==> src/rtl/core/spq_pkg.sv <==
// shared types and constants for the sorted priority queue
package spq_pkg;

  localparam int SPQ_CAPACITY = 16;
  localparam int TAG_W        = 16;
  localparam int PRIO_W       = 32;
  localparam int COUNT_W      = 5;

  typedef enum logic [1:0] {
    OP_ADD      = 2'd0,
    OP_REM_HEAD = 2'd1,
    OP_REM_TAG  = 2'd2
  } op_e;

  typedef enum logic [1:0] {
    ST_OK        = 2'd0,
    ST_EMPTY     = 2'd1,
    ST_FULL      = 2'd2,
    ST_NOT_FOUND = 2'd3
  } status_e;

  typedef struct packed {
    logic [1:0]        operation;
    logic [TAG_W-1:0]  entry_tag;
    logic [PRIO_W-1:0] priority_req;
  } req_t;

  typedef struct packed {
    logic [1:0]         status;
    logic [TAG_W-1:0]   out_tag;
    logic [PRIO_W-1:0]  out_priority;
    logic [COUNT_W-1:0] entry_count;
  } rsp_t;

  typedef struct packed {
    logic [TAG_W-1:0]  tag;
    logic [PRIO_W-1:0] prio;
  } entry_t;

  // broadcast to every cell of the chain
  typedef struct packed {
    logic add;
    logic rem;
  } cell_ctl_t;

endpackage

==> src/rtl/core/sorted_priority_queue.sv <==
// sorted priority queue: the response is registered and goes valid in the cycle after the request transfer
// throughput one operation per cycle, limited only by the response register
// every accepted add or remove that succeeds updates the affected cells of the chain together
// reset clears the count, the cell valid bits and the response valid flag
// slot payloads are not reset and are only visible once written
module sorted_priority_queue #(
  parameter int CAPACITY = spq_pkg::SPQ_CAPACITY
) (
  input  logic          clk,
  input  logic          rst,
  input  logic          req_valid,
  output logic          req_ready,
  input  spq_pkg::req_t req,
  output logic          rsp_valid,
  input  logic          rsp_ready,
  output spq_pkg::rsp_t rsp
);
  import spq_pkg::*;

  localparam int CNT_W = $clog2(CAPACITY + 1);

  logic [CNT_W-1:0]    count;
  logic [CNT_W-1:0]    count_next;
  logic                accept;
  logic                full;
  logic                found;
  cell_ctl_t           ctl;
  entry_t              new_entry;
  entry_t              cell_entry [CAPACITY];
  logic [CAPACITY-1:0] cell_valid;
  logic [CAPACITY-1:0] cell_mark;
  logic [CAPACITY-1:0] cell_match;
  logic [CAPACITY-1:0] match_pre;
  logic [CAPACITY-1:0] take_right;
  rsp_t                rsp_next;
  logic [CNT_W+4:0]    count_ext;

  assign req_ready = !rsp_valid || rsp_ready;
  assign accept    = req_valid && req_ready;
  assign full      = (count == CNT_W'(CAPACITY));
  assign found     = |cell_match;
  assign new_entry = '{tag: req.entry_tag, prio: req.priority_req};

  // prefix or: cells at or after the first tag hit close the gap
  always_comb begin
    match_pre = cell_match;
    for (int s = 1; s < CAPACITY; s = s * 2) begin
      match_pre = match_pre | (match_pre << s);
    end
  end

  always_comb begin
    ctl        = '0;
    take_right = match_pre;
    count_next = count;
    rsp_next   = '0;
    rsp_next.status = ST_OK;
    unique case (req.operation)
      OP_ADD: begin
        if (full) begin
          rsp_next.status = ST_FULL;
        end else begin
          ctl.add    = accept;
          count_next = count + 1'b1;
        end
      end
      OP_REM_HEAD: begin
        take_right = '1;
        if (count == '0) begin
          rsp_next.status = ST_EMPTY;
        end else begin
          ctl.rem               = accept;
          count_next            = count - 1'b1;
          rsp_next.out_tag      = cell_entry[0].tag;
          rsp_next.out_priority = cell_entry[0].prio;
        end
      end
      OP_REM_TAG: begin
        if (found) begin
          ctl.rem    = accept;
          count_next = count - 1'b1;
        end else begin
          rsp_next.status = ST_NOT_FOUND;
        end
      end
      default: begin
        // unused code: no change
      end
    endcase
    count_ext            = {5'b0, count_next};
    rsp_next.entry_count = count_ext[4:0];
  end

  for (genvar i = 0; i < CAPACITY; i++) begin : g_cell
    logic   left_mark;
    entry_t left_entry;
    logic   left_valid;
    entry_t right_entry;
    logic   right_valid;

    if (i == 0) begin : g_first
      assign left_mark  = 1'b0;
      assign left_entry = '0;
      assign left_valid = 1'b0;
    end else begin : g_inner_l
      assign left_mark  = cell_mark[i-1];
      assign left_entry = cell_entry[i-1];
      assign left_valid = cell_valid[i-1];
    end

    if (i == CAPACITY - 1) begin : g_last
      assign right_entry = '0;
      assign right_valid = 1'b0;
    end else begin : g_inner_r
      assign right_entry = cell_entry[i+1];
      assign right_valid = cell_valid[i+1];
    end

    spq_cell u_cell (
      .clk         (clk),
      .rst         (rst),
      .ctl         (ctl),
      .new_entry   (new_entry),
      .left_mark   (left_mark),
      .left_entry  (left_entry),
      .left_valid  (left_valid),
      .take_right  (take_right[i]),
      .right_entry (right_entry),
      .right_valid (right_valid),
      .entry       (cell_entry[i]),
      .valid       (cell_valid[i]),
      .mark        (cell_mark[i]),
      .match       (cell_match[i])
    );
  end

  always_ff @(posedge clk) begin
    if (rst) begin
      count     <= '0;
      rsp_valid <= 1'b0;
    end else begin
      if (accept) begin
        count     <= count_next;
        rsp_valid <= 1'b1;
      end else if (rsp_ready) begin
        rsp_valid <= 1'b0;
      end
    end
  end

  always_ff @(posedge clk) begin
    if (accept) begin
      rsp <= rsp_next;
    end
  end

  // checks
  logic [CAPACITY-1:0] therm;
  logic [CAPACITY-1:0] order_ok;

  always_comb begin
    for (int i = 0; i < CAPACITY; i++) begin
      therm[i] = (($clog2(CAPACITY) + 1)'(i) < ($clog2(CAPACITY) + 1)'(count));
    end
    order_ok[0] = 1'b1;
    for (int i = 1; i < CAPACITY; i++) begin
      order_ok[i] = !cell_valid[i] || (cell_entry[i-1].prio <= cell_entry[i].prio);
    end
  end

  a_count_range: assert property (@(posedge clk) disable iff (rst)
    count <= CNT_W'(CAPACITY))
    else $error("entry count above capacity");

  a_valid_matches_count: assert property (@(posedge clk) disable iff (rst)
    cell_valid == therm)
    else $error("cell valid bits disagree with count");

  a_sorted: assert property (@(posedge clk) disable iff (rst)
    &order_ok)
    else $error("queue entries out of priority order");

  a_add_grows: assert property (@(posedge clk) disable iff (rst)
    accept && req.operation == OP_ADD && !full |=> count == $past(count) + 1'b1)
    else $error("accepted add did not grow the queue");

endmodule

==> src/rtl/core/spq_cell.sv <==
// one slot of the queue chain: holds an entry and shifts with its neighbors
module spq_cell (
  input  logic               clk,
  input  logic               rst,
  input  spq_pkg::cell_ctl_t ctl,
  input  spq_pkg::entry_t    new_entry,
  input  logic               left_mark,
  input  spq_pkg::entry_t    left_entry,
  input  logic               left_valid,
  input  logic               take_right,
  input  spq_pkg::entry_t    right_entry,
  input  logic               right_valid,
  output spq_pkg::entry_t    entry,
  output logic               valid,
  output logic               mark,
  output logic               match
);
  import spq_pkg::*;

  // mark: new entry goes at or before this slot
  assign mark  = !valid || (entry.prio > new_entry.prio);
  assign match = valid && (entry.tag == new_entry.tag);

  always_ff @(posedge clk) begin
    if (rst) begin
      valid <= 1'b0;
    end else if (ctl.add) begin
      if (left_mark) begin
        valid <= left_valid;
      end else if (mark) begin
        valid <= 1'b1;
      end
    end else if (ctl.rem && take_right) begin
      valid <= right_valid;
    end
  end

  always_ff @(posedge clk) begin
    if (ctl.add) begin
      if (left_mark) begin
        entry <= left_entry;
      end else if (mark) begin
        entry <= new_entry;
      end
    end else if (ctl.rem && take_right) begin
      entry <= right_entry;
    end
  end

endmodule
==> config.mk <==
export PLATFORM = sky130hd
export DESIGN_NAME = sorted_priority_queue
export DESIGN_NICKNAME = d
export VERILOG_FILES = /design/src/rtl/core/spq_pkg.sv /design/src/rtl/core/sorted_priority_queue.sv /design/src/rtl/core/spq_cell.sv
export SDC_FILE = /design/constraint.sdc
export NUM_CORES = 2
export LEC_CHECK = 0
export ABC_CLOCK_PERIOD_IN_PS = 9450
export BUFFER_PORTS_ARGS = -buffer_cell sky130_fd_sc_hd__buf_2
export CORE_ASPECT_RATIO = 1.4
export CORE_MARGIN = 10
export CORE_UTILIZATION = 25
export DETAILED_ROUTE_END_ITERATION = 10
export PLACE_DENSITY = 0.48
export SYNTH_ARGS = -nofsm -noshare
export SYNTH_HDL_FRONTEND = slang
export SYNTH_SLANG_ARGS = --single-unit
==> constraint.sdc <==
create_clock -name clk -period 9.45 [get_ports clk]
set_input_delay 0.4725 -clock clk [delete_from_list [all_inputs] [get_ports clk]]
set_output_delay 0.4725 -clock clk [all_outputs]
set_load 0.05 [all_outputs]
==> results.py <==
metrics = {
    "yosys": {
        "synth_warnings": 0,
        "synth_most_common_cell": "edfxtp_1",
        "synth.net_count": 6398,
        "syn_avg_cell_area_um2": 10.0,
        "synth_flop_cell": "edfxtp_1",
        "synth_top_area_share_pct": 42.4,
        "ys_types": 80,
        "synthCells": 5826,
        "netlist_area_mm2": 0.0583,
        "yosys.area.top_type": "edfxtp_1",
        "ys_async_sr_fraction_pct": 0,
        "synthTopCellsByCount": "edfxtp_1 (823), nand2_1 (720), ha_1 (518), o21ai_0 (506), clkbuf_1 (392)",
        "synth_edf_count": 823,
        "ys_ff_latch": 845,
        "yosysSeqAreaShare_pct": 43.2,
        "netlist_top_cells_area": "edfxtp_1 (42%), ha_1 (11%), mux2i_1 (5.0%)",
    },
    "grt": {
        "grt_max_degree": 198,
        "antenna_found_initial": 16,
        "grtUsageTotal_pct": 20.2,
        "grt_pass1_vias": 49300,
        "grt_first_pass_wirelength_um": 376000,
        "grt-ovfl-total": 0,
    },
    "pwr": {
        "power.switching_uw": 2930,
        "intPower_uw": 7110,
        "seqPwrFrac_pct": 43.8,
        "power.density_mw_per_mm2": 153,
        "vdd_ir_drop_max_mv": 0.146,
        "power_frac_clock_pct": 41.7,
        "leakage_uw": 0.0264,
        "combinationalPowerShare_pct": 14.5,
        "swShare_pct": 29.2,
    },
    "die": {
        "ioPinCount": 111,
        "dieArea_mm2": 0.253,
        "die_x_um": 428,
        "core_area_mm2": 0.232,
        "die_h_um": 591,
        "start_util_pct": 25.1,
        "rows": 209,
    },
    "drt": {
        "vias": 49400,
        "met2WireLength_um": 131000,
        "drc": 0,
        "top_layer": "met5",
        "ant_nets": 0,
        "dr.pass1.iters": 7,
        "drt_iter0_markers": 4811,
        "wl_met3_um": 15400,
        "routed_via_density": 5.59,
        "finalWirelength_um": 268000,
        "met1_length_um": 99500,
        "wl_per_cell_um": 30.3,
    },
    "timing": {
        "setup_viol": 0,
        "setup-tns-final_ps": 0,
        "hold_viol_final": 0,
        "worst_pin_slew_ps": 1300,
        "slew_headroom_pct": 12.3,
        "rsz0062_at_grt": "no",
        "max_freq_mhz": 159,
        "fin_crit_ps": 6280,
        "maxSlewViolCount": 0,
        "skew_ps": 46.9,
        "timing.final.crit_share_pct": 66.5,
    },
    "min_path": {
        "hp-class": "primary input to register",
    },
    "cells_and_area": {
        "area_growth_pct": 12.5,
        "drive_above_1_share_pct": 8.04,
        "final_area_mm2": 0.0656,
        "utilization_pct": 28.3,
        "final_net_count": 6266,
    },
    "clock_network": {
        "post_cts_buffers": 0,
        "clkLatencyLatePin_ps": 750,
        "clk_path_buf_depth": 3,
        "cts_buffers": 97,
        "root_buffer": "clkbuf_16",
        "clkTransAtPathRegs_ps": 60,
        "cts.sinks": 845,
        "htreeDepth": 3,
        "tritoncts": "built",
    },
    "placed_design": {
        "gp_congestion": 0.947,
        "port_buffers": 110,
        "dp_hpwl_um": 188000,
        "postPlaceCellArea_mm2": 0.0622,
    },
    "outcome": {
        "outcome": "finished, final reports clean",
    },
    "critical_path": {
        "worstPathArrival_ps": 6630,
        "end_kind": "register",
        "required_ps": 9790,
        "critPathLaunchType": "primary input",
        "crit_path_max_fanout": 32,
        "crit_type": "primary input to register",
    },
    "run": {
        "cap_violations": 0,
    },
}
## sequential cells by signal (all words and copies together) (netlist names)
signal	flops
rsp	55
count	5
g_cell.u_cell.valid	16
g_cell.u_cell.entry	768
rsp_valid	1
## power groups by stage
stage / clock network, uW / logic (uW) / registers, uW
floorplan: 0 / 876 / 4460
detailed placement: 0 / 1440 / 4480
CTS: 4230 / 1440 / 4400
global route: 4360 / 1570 / 4410
global placement: 0 / 1420 / 4480
finish: 4190 / 1460 / 4400
## final cells by class
class	count	area, um^2
Fill cell	24500	166000
Tap cell	3059	3830
Sequential cell	845	25200
Clock buffer	118	2580
Clock inverter	61	793
Antenna cell	7	17.5
Inverter	76	288
Multi-Input combinational cell	4437	31300
Timing Repair Buffer	237	1560
## timing repair
action	4_1_cts	5_1_grt
hold buffers	1	0
gates resized for setup	0	0
hold endpoints to repair	1	0
## critical path, cell delays in order
cell and delay, ps:
buf_2 240, inv_1 240, buf_4 280, ha_1 390
nand4_1 330, nor4_1 1140, nand2_1 340, a211oi_1 730
nor4_1 220, or2_2 580, a21oi_4 760, buf_4 800
## cell usage in the layout, fill, tap and decap left out, types with 11 or more instances in the layout
cell and n:
o21ai_0 498, a21boi_0 50, dfxtp_1 19, and3_1 83, edfxtp_1 823, nor3_1 215, and4_1 11, nor4b_1 12
a21o_1 211, buf_4 121, nor4_1 72, and2_1 50, clkbuf_1 17, inv_1 74, xor2_1 159, buf_2 110
a31oi_1 29, xnor2_1 98, a221o_1 244, nor2_1 175, nor2b_1 38, ha_1 518, clkinv_1 20, nand3_1 155
mux2i_1 290, clkinv_2 13, o31a_1 52, nand4_1 181, o21a_1 21, bufinv_16 16, nand2_1 715, nand2b_1 73
a21oi_1 264, clkbuf_16 100
## stage by stage
step	hold slack, ps	cells	total power, uW	worst slack, ps
final	63.5	8840	10000	3170
after global routing	82.2	8836	10300	3400
after CTS	9.54	8833	10100	3410
after detailed placement	510	8653	5920	2640
after global placement	500	8652	5900	2630
after floorplan	515	5826	5340	2080
## cells by family (layout without fill, tap and decap cells)
| family | count (synthesis) | in the layout | share of synthesized area (%) |
|---|---|---|---|
| and+or+nand+nor | 1873 | 1873 | 15.7 |
| AOI/OAI and AO/OA | 1496 | 1496 | 17.3 |
| DFF | 845 | 845 | 43.2 |
| buffers and inverters | 544 | 492 | 3.76 |
| adders and majority gates | 518 | 518 | 11.1 |
| muxes | 293 | 293 | 5.04 |
| xor gates and xnor gates | 257 | 257 | 3.86 |
| other | 0 | 7 | 0 |
## routing by layer
layer,up-vias,global-route usage [%]
met5,-,0
met1,24700,22.7
met4,4,13.9
li1,21900,-
met2,2145,35.4
met3,677,2.66
## final timing paths
path                              start                     endpoint  slack (ps)  cells past startpoint
max                             req[22]  g_cell[10].u_cell.entry[17]        3170                     12
min                           rsp_ready                    rsp_valid          60                      3
max reg2reg  g_cell[9].u_cell.entry[22]  g_cell[10].u_cell.entry[17]        3220                      9
min reg2reg                   rsp_valid                    rsp_valid         520                      2
(Power assumes the default switching activity.)
